<file path="config.mk">
export PLATFORM = sky130hd
export DESIGN_NAME = stereo_halfband_fir_decimator
export DESIGN_NICKNAME = d
export VERILOG_FILES = /design/src/rtl/core/shfd_pkg.sv /design/src/rtl/core/shfd_ring.sv /design/src/rtl/core/shfd_mac.sv /design/src/rtl/core/stereo_halfband_fir_decimator.sv
export SDC_FILE = /design/constraint.sdc
export NUM_CORES = 2
export LEC_CHECK = 0
export BUFFER_PORTS_ARGS = -buffer_cell sky130_fd_sc_hd__buf_2
export CAP_MARGIN = 20
export CORE_MARGIN = 2
export CORE_UTILIZATION = 31
export CTS_BUF_LIST = sky130_fd_sc_hd__clkbuf_4 sky130_fd_sc_hd__clkbuf_8
export CTS_CLUSTER_DIAMETER = 30
export CTS_CLUSTER_SIZE = 25
export DETAILED_ROUTE_END_ITERATION = 8
export GPL_ROUTABILITY_DRIVEN = 0
export PLACE_DENSITY = 0.5
export SYNTH_ARGS = -nofsm -noshare
export SYNTH_HDL_FRONTEND = slang
export SYNTH_HIERARCHICAL = 1
export SYNTH_SLANG_ARGS = --single-unit
export TNS_END_PERCENT = 10
</file>
<file path="constraint.sdc">
create_clock -name clk -period 6.1 [get_ports clk]
set_input_delay 0.305 -clock clk [delete_from_list [all_inputs] [get_ports clk]]
set_output_delay 0.305 -clock clk [all_outputs]
set_load 0.02 [all_outputs]
</file>
<file path="src/rtl/core/shfd_pkg.sv">
// ----------------------------------------------------------------------------
// shfd_pkg
// Shared types, constants and the half-band coefficient table for the
// stereo half-band FIR decimator.
// ----------------------------------------------------------------------------
package shfd_pkg;

  localparam int SAMPLE_W     = 16;
  localparam int RING_DEPTH   = 64;
  localparam int RING_AW      = 6;
  localparam int COEF_W       = 16;
  localparam int PROD_W       = SAMPLE_W + COEF_W;
  // Sum of |coef| is 47526, times 2^15 stays below 2^31.
  localparam int ACC_W        = 32;
  localparam int COEF_SHIFT   = 15;
  localparam int TAP_COUNT_DEF = 39;

  typedef logic signed [SAMPLE_W-1:0] sample_t;
  typedef logic signed [COEF_W-1:0]   coef_t;
  typedef logic [RING_AW-1:0]         ring_addr_t;

  typedef struct packed {
    sample_t left_in;
    sample_t right_in;
    logic    emit;
  } in_beat_t;

  typedef struct packed {
    sample_t filtered_left;
    sample_t filtered_right;
  } out_beat_t;

  typedef struct packed {
    logic       en;
    ring_addr_t addr;
  } ring_wr_t;

  typedef struct packed {
    logic clear;
    logic mul_en;
  } mac_ctl_t;

  // Symmetric 39-tap half-band set, oldest sample first; zero past the end.
  function automatic coef_t hb_coef(input ring_addr_t idx);
    coef_t c;
    case (idx)
      6'd0, 6'd38:  c = -16'sd1;
      6'd2, 6'd36:  c = 16'sd2;
      6'd4, 6'd34:  c = -16'sd10;
      6'd6, 6'd32:  c = 16'sd35;
      6'd8, 6'd30:  c = -16'sd103;
      6'd10, 6'd28: c = 16'sd266;
      6'd12, 6'd26: c = -16'sd616;
      6'd14, 6'd24: c = 16'sd1332;
      6'd16, 6'd22: c = -16'sd2960;
      6'd18, 6'd20: c = 16'sd10246;
      6'd19:        c = 16'sd16384;
      default:      c = '0;
    endcase
    return c;
  endfunction

endpackage

</file>
<file path="src/rtl/core/shfd_ring.sv">
// ----------------------------------------------------------------------------
// shfd_ring
// Left and right 64-entry sample rings with one write and one registered
// read port. Per-entry valid bits make unwritten entries read as zero.
// ----------------------------------------------------------------------------
module shfd_ring
  import shfd_pkg::*;
(
  input  logic       clk,
  input  logic       rst_n,
  input  ring_wr_t   wr,
  input  sample_t    wr_left,
  input  sample_t    wr_right,
  input  ring_addr_t rd_addr,
  output sample_t    rd_left,
  output sample_t    rd_right
);

  sample_t                mem_left  [RING_DEPTH];
  sample_t                mem_right [RING_DEPTH];
  logic [RING_DEPTH-1:0]  vld_r;
  sample_t                rd_left_r;
  sample_t                rd_right_r;
  logic                   rd_vld_r;

  always_ff @(posedge clk) begin
    if (wr.en) begin
      mem_left[wr.addr]  <= wr_left;
      mem_right[wr.addr] <= wr_right;
    end
    rd_left_r  <= mem_left[rd_addr];
    rd_right_r <= mem_right[rd_addr];
  end

  always_ff @(posedge clk) begin
    if (!rst_n) begin
      vld_r    <= '0;
      rd_vld_r <= 1'b0;
    end else begin
      if (wr.en) begin
        vld_r[wr.addr] <= 1'b1;
      end
      rd_vld_r <= vld_r[rd_addr];
    end
  end

  assign rd_left  = rd_vld_r ? rd_left_r  : '0;
  assign rd_right = rd_vld_r ? rd_right_r : '0;

endmodule

</file>
<file path="src/rtl/core/shfd_mac.sv">
// ----------------------------------------------------------------------------
// shfd_mac
// Two-lane multiply-accumulate unit shared over all taps, with product
// register, accumulator and the final shift and saturation.
// ----------------------------------------------------------------------------
module shfd_mac
  import shfd_pkg::*;
(
  input  logic     clk,
  input  logic     rst_n,
  input  mac_ctl_t ctl,
  input  sample_t  smp_left,
  input  sample_t  smp_right,
  input  coef_t    coef,
  output logic     prod_vld,
  output sample_t  sat_left,
  output sample_t  sat_right
);

  logic signed [PROD_W-1:0] prod_left_r;
  logic signed [PROD_W-1:0] prod_right_r;
  logic                     prod_vld_r;
  logic signed [ACC_W-1:0]  acc_left_r;
  logic signed [ACC_W-1:0]  acc_right_r;

  function automatic sample_t sat16(input logic signed [ACC_W-1:0] acc);
    logic signed [ACC_W-COEF_SHIFT-1:0] q;
    sample_t                            r;
    q = (ACC_W-COEF_SHIFT)'(acc >>> COEF_SHIFT);
    if (q > (ACC_W-COEF_SHIFT)'(32767)) begin
      r = 16'sh7fff;
    end else if (q < -(ACC_W-COEF_SHIFT)'(32768)) begin
      r = 16'sh8000;
    end else begin
      r = q[SAMPLE_W-1:0];
    end
    return r;
  endfunction

  always_ff @(posedge clk) begin
    if (ctl.mul_en) begin
      prod_left_r  <= smp_left * coef;
      prod_right_r <= smp_right * coef;
    end
  end

  always_ff @(posedge clk) begin
    if (!rst_n) begin
      prod_vld_r  <= 1'b0;
      acc_left_r  <= '0;
      acc_right_r <= '0;
    end else begin
      prod_vld_r <= ctl.mul_en;
      if (ctl.clear) begin
        acc_left_r  <= '0;
        acc_right_r <= '0;
      end else if (prod_vld_r) begin
        acc_left_r  <= acc_left_r + ACC_W'(prod_left_r);
        acc_right_r <= acc_right_r + ACC_W'(prod_right_r);
      end
    end
  end

  assign prod_vld  = prod_vld_r;
  assign sat_left  = sat16(acc_left_r);
  assign sat_right = sat16(acc_right_r);

endmodule

</file>
<file path="src/rtl/core/stereo_halfband_fir_decimator.sv">
// ----------------------------------------------------------------------------
// stereo_halfband_fir_decimator
// Stereo half-band FIR: stores each frame in a 64-entry ring per channel and,
// on request, filters both channels over the newest TAP_COUNT samples.
// ----------------------------------------------------------------------------
// Usage:
//   Input beats (in_valid / in_stall) carry one stereo frame and an emit
//   flag. Every frame is written to the rings and the write position wraps
//   modulo 64. A frame without emit leaves the block idle and gives no result.
//   A frame with emit starts a pass over the taps: one address per cycle,
//   both channels multiplied together by one shared two-lane MAC. The pass
//   loads the output register once the single MAC has walked the taps one
//   by one and the read, product and accumulate stages have drained.
//   in_stall stays high for the whole pass, so the next frame is taken only
//   after the pass has loaded the output register.
//   Results (out_valid / out_stall) leave from an output register; the next
//   frame is taken while a result waits. If a finished pass finds the output
//   register still held by a stalled beat, it waits until that beat leaves.
//   Reset clears the write position, the ring valid bits (unwritten entries
//   read as zero) and all handshake state; no clearing pass is needed.
// ----------------------------------------------------------------------------
module stereo_halfband_fir_decimator
  import shfd_pkg::*;
#(
  parameter int TAP_COUNT = TAP_COUNT_DEF
) (
  input  logic      clk,
  input  logic      rst_n,
  input  logic      in_valid,
  output logic      in_stall,
  input  in_beat_t  in_data,
  output logic      out_valid,
  input  logic      out_stall,
  output out_beat_t out_data
);

  localparam ring_addr_t TAP_LAST = RING_AW'(TAP_COUNT - 1);
  localparam ring_addr_t TAP_SPAN = RING_AW'(TAP_COUNT);

  typedef enum logic [2:0] {
    ST_IDLE  = 3'b001,
    ST_RUN   = 3'b010,
    ST_DRAIN = 3'b100
  } state_t;

  state_t     state_r, state_nxt;
  ring_addr_t wp_r, wp_nxt;
  ring_addr_t start_r, start_nxt;
  ring_addr_t tap_r, tap_nxt;
  logic       issue_r;
  coef_t      coef_r;
  logic       out_valid_r, out_valid_nxt;
  out_beat_t  out_data_r;
  logic       load;

  ring_wr_t   ring_wr;
  ring_addr_t rd_addr;
  sample_t    rd_left;
  sample_t    rd_right;
  mac_ctl_t   mac_ctl;
  logic       prod_vld;
  sample_t    sat_left;
  sample_t    sat_right;

  always_comb begin
    state_nxt      = state_r;
    wp_nxt         = wp_r;
    start_nxt      = start_r;
    tap_nxt        = tap_r;
    ring_wr.en     = 1'b0;
    ring_wr.addr   = wp_r;
    mac_ctl.clear  = 1'b0;
    mac_ctl.mul_en = issue_r;
    load           = 1'b0;
    case (state_r)
      ST_IDLE: begin
        if (in_valid) begin
          ring_wr.en = 1'b1;
          wp_nxt     = wp_r + 1'b1;
          if (in_data.emit) begin
            // window ends at the frame just written
            start_nxt     = wp_r + 1'b1 - TAP_SPAN;
            tap_nxt       = '0;
            mac_ctl.clear = 1'b1;
            state_nxt     = ST_RUN;
          end
        end
      end
      ST_RUN: begin
        tap_nxt = tap_r + 1'b1;
        if (tap_r == TAP_LAST) begin
          state_nxt = ST_DRAIN;
        end
      end
      ST_DRAIN: begin
        if (!issue_r && !prod_vld && (!out_valid_r || !out_stall)) begin
          load      = 1'b1;
          state_nxt = ST_IDLE;
        end
      end
      default: state_nxt = ST_IDLE;
    endcase
  end

  assign rd_addr  = start_r + tap_r;
  assign in_stall = (state_r != ST_IDLE);

  always_comb begin
    out_valid_nxt = out_valid_r;
    if (out_valid_r && !out_stall) begin
      out_valid_nxt = 1'b0;
    end
    if (load) begin
      out_valid_nxt = 1'b1;
    end
  end

  always_ff @(posedge clk) begin
    if (!rst_n) begin
      state_r     <= ST_IDLE;
      wp_r        <= '0;
      start_r     <= '0;
      tap_r       <= '0;
      issue_r     <= 1'b0;
      out_valid_r <= 1'b0;
    end else begin
      state_r     <= state_nxt;
      wp_r        <= wp_nxt;
      start_r     <= start_nxt;
      tap_r       <= tap_nxt;
      issue_r     <= (state_r == ST_RUN);
      out_valid_r <= out_valid_nxt;
    end
  end

  // coefficient lines up with the registered ring read
  always_ff @(posedge clk) begin
    coef_r <= hb_coef(tap_r);
    if (load) begin
      out_data_r.filtered_left  <= sat_left;
      out_data_r.filtered_right <= sat_right;
    end
  end

  shfd_ring u_ring (
    .clk      (clk),
    .rst_n    (rst_n),
    .wr       (ring_wr),
    .wr_left  (in_data.left_in),
    .wr_right (in_data.right_in),
    .rd_addr  (rd_addr),
    .rd_left  (rd_left),
    .rd_right (rd_right)
  );

  shfd_mac u_mac (
    .clk       (clk),
    .rst_n     (rst_n),
    .ctl       (mac_ctl),
    .smp_left  (rd_left),
    .smp_right (rd_right),
    .coef      (coef_r),
    .prod_vld  (prod_vld),
    .sat_left  (sat_left),
    .sat_right (sat_right)
  );

  assign out_valid = out_valid_r;
  assign out_data  = out_data_r;

endmodule

</file>
==> results.yml <==
flow_run:
  drv_cap: 0
yosys:
  ys_top_cells_by_area: "edfxtp_1, mux4_2, fa_1"
  yosys_warnings: 6
  synth_top_cell_area_share_pct: 58.0
  yosysTopAreaCell: "edfxtp_1"
  syn-cell-area_sq_um: 111000
  async_flop_share_pct: 0
  syn-num-nets: 7719
  ys_seq_area_share_pct: 61.6
  synth_seq_cells: 2343
  synthCells: 6919
  synth_ff_type: "edfxtp_1"
  synth_edf_count: 2144
  synth_cell_types: 90
  synth_area_per_cell_sq_um: 16.0
run_status:
  status: "complete, but fails checks"
  violations: "setup timing"
sta:
  rsz0062_at_grt: "yes"
  post-route-min-period_ps: 6330
  relSlewSlack_pct: 18.7
  hold_viol: 0
  tightestPinTransition_ps: 1210
  fmax_ghz: 0.158
  hold_ws_ps: 194
  finClkSkew_ps: 155
  period_share_pct: 104
  fin_ws_ps: -234
  slew_viol_final: 0
  setup_viol: 11
worst_setup_path:
  crit_required_ps: 6930
  cp-end-kind: "flop"
  critPathMaxFanout: 8
  crit_type: "reg2reg"
  start_kind: "flop"
  arrival_ps: 7160
floorplan:
  placementRows: 219
  coreArea_sq_um: 356000
  die-height_microns: 602
  pin_count: 71
  die_w_microns: 602
  start_util_pct: 31.2
  die_area_sq_um: 363000
global_routing:
  overflow: 0
  grt_max_degree: 77
  grt_pass1_vias: 66305
  grt_pass1_wl_microns: 451000
  grt.total_usage_pct: 16.8
  antenna_found_initial: 26
route:
  wl_per_cell_microns: 24.0
  vias_per_cell: 4.91
  first_pass_iters: 6
  drcViolationCount: 0
  num_vias: 62940
  drt_iter0_drc: 5030
  detail-route-antenna-nets: 0
  totalWireLength_microns: 308000
layout:
  area_delta_synth_final_pct: 19.4
  n_fill_cell: 33751
  final_cells: 12826
  nets: 8446
  layout-drive-gt1-share_pct: 26.0
  stdcell_area_sq_um: 133000
pwr:
  powerDensity_nw_per_um2: 455
  power_mw: 60.3
  leakage_nw: 46.7
  vdd_drop_max_mv: 0.697
clock_network:
  cts_sinks: 2343
  numCtsBuffers: 453
  clk_latency_ps: 1130
  cts-htree-levels: 5
  cts_root_buf: "clkbuf_8"
  cts_tree: "yes"
  clk_pin_slew_worst_paths_ps: 60
  cts_max_path_buffers: 4
placement:
  dpl_cell_area_sq_um: 121000
  place_inst: 11897
  io_buffer_count: 70
  hpwl_microns: 194000
worst_hold_path:
  min_path_type: "in2reg"
layer usage:
metal  wire length (microns)  global-route usage (%)  vias to the layer above
met5                      26                       0                        -
met4                    8910                    5.02                        4
met3                   17400                    2.54                      465
met2                  149000                    28.1                     1810
met1                  133000                    22.6                    33282
li1                        -                       -                    27379
path summary, 6_finish.rpt:
| path | from | to | slack [ps] | depth (start not counted) |
|---|---|---|---|---|
| worst min-delay path | rst_n | u_mac/prod_vld$_SDFF_PN0_ | 190 | 3 |
| worst max-delay path | u_ring/rd_vld_r$_SDFF_PN0_ | u_mac/prod_right_r[31]$_DFFE_PP_ | -230 | 24 |
| worst max register to register | u_ring/rd_vld_r$_SDFF_PN0_ | u_mac/prod_right_r[31]$_DFFE_PP_ | -230 | 24 |
| worst min register to register | u_ring/vld_r[18]$_SDFFE_PN0P_ | u_ring/vld_r[18]$_SDFFE_PN0P_ | 460 | 1 |
per-stage QoR:
step	setup slack, ps	TNS [ps]	util (%)
final	-234	-1390	37.2
after global routing	-493	-5750	37.2
after CTS	-285	-2120	37.1
after detailed placement	-567	-7380	33.9
after global placement	-485	-6120	33.9
after floorplan	-121	-490	-
kinds of logic (layout without fill, tap and decap cells):
kind of cell             after synthesis  in the layout  synth area share (%)
other                                  0             34                     0
flip-flops                          2343           2343                  61.6
XOR/XNOR                             132            132                  1.04
buffers and inverters                981           2103                  3.55
adder cells (fa/ha/maj)              763            763                  12.2
AO/OA/AOI/OAI                        841            841                  5.14
multiplexers                         600            600                  11.0
AND/OR/NAND/NOR                     1259           1259                  5.51
timing repair:
item	in CTS	in global routing
resized for setup	69	44
pin swaps	41	25
buffers inserted	4	3
endpoints found under the setup margin	27	27
hold buffers	37	0
gates cloned	0	0
hold endpoints to repair	2068	0
layout by cell type (no fill, tap or decap), types with 24 or more instances in the layout:
cell type	netlist	routed
nor3_1	32	30
nor2_1	322	255
dlygate4sd3_1	0	37
clkinv_1	1	53
o21ai_0	128	121
and2_4	0	25
and2_1	286	257
edfxtp_1	2144	2144
nor2b_1	32	24
clkinv_4	0	36
buf_4	20	448
inv_6	0	41
xnor2_1	90	87
clkbuf_8	0	462
a22o_1	36	36
o211ai_1	29	29
bufinv_16	0	77
mux4_2	496	496
nor2_4	0	67
a21oi_1	155	145
nand2_1	363	361
inv_1	638	625
diode_2	0	34
o21a_1	59	59
buf_2	68	70
clkbuf_4	1	40
mux2i_1	101	101
and3_1	27	25
xor2_1	42	40
clkinv_2	0	78
buf_12	0	44
fa_1	527	513
a22oi_1	202	202
a211oi_1	27	26
clkinvlp_4	0	43
o22ai_1	32	32
dfxtp_1	199	193
nand3_1	100	99
ha_1	236	222
a21o_1	49	49
worst max-delay path, cell delays in order, from the launching register on:
cell and delay [ps]:
dfxtp_4 370, buf_6 120, and2_4 130, buf_6 130, and2_4 130, fa_1 490
inv_2 40, fa_1 550, inv_2 40, fa_1 590, fa_1 460, fa_1 540
inv_1 50, fa_1 490, inv_2 50, ha_4 210, a21o_1 150, a21o_1 170
a221oi_2 340, o21ai_2 110, a21oi_2 190, o21ai_2 80, a211o_1 310, o31a_1 250
xnor2_1 130
final cells by class:
cell class                 count  area (sq um)  area share [%]
multi-input combinational   3595         39800            30.0
inverter                     640          2400            1.81
timing repair buffer         613          5130            3.87
sequential                  2343         68400            51.6
clock inverter               348          4240            3.20
antenna                       34          85.1          0.0642
clock buffer                 502          6660            5.02
tap                         4751          5940            4.48
sequential cells by signal, summed over array words and instances, names as in the netlist:
name	flops
u_mac/prod_vld	1
state_r	3
u_mac/prod_right_r	32
u_mac/prod_left_r	32
start_r	6
wp_r	6
u_mac/acc_left_r	32
u_ring/rd_left_r	16
u_ring/rd_right_r	16
issue_r	1
u_ring/mem_left	1024
out_data	32
u_mac/acc_right_r	32
u_ring/rd_vld_r	1
coef_r	14
tap_r	6
out_valid	1
u_ring/mem_right	1024
u_ring/vld_r	64
Yosys cell counts, drive strengths merged, types with 42 or more instances:
master,count
a21o,49
a21oi,156
a22oi,202
and2,287
buf,138
clkbuf,203
dfxtp,199
edfxtp,2144
fa,527
ha,236
inv,639
mux2i,101
mux4,496
nand2,363
nand3,101
nor2,322
o21a,59
o21ai,141
xnor2,90
xor2,42
power by group:
group	total (mW)	internal, mW	switching (mW)	leakage [nW]
Sequential	18.5	18.5	0.0604	20.9
Combinational	23.3	11.3	12.0	20.3
Clock	18.5	10.9	7.59	5.48
Total	60.3	40.7	19.6	46.7
No activity file was read; power rests on OpenSTA's default activity.
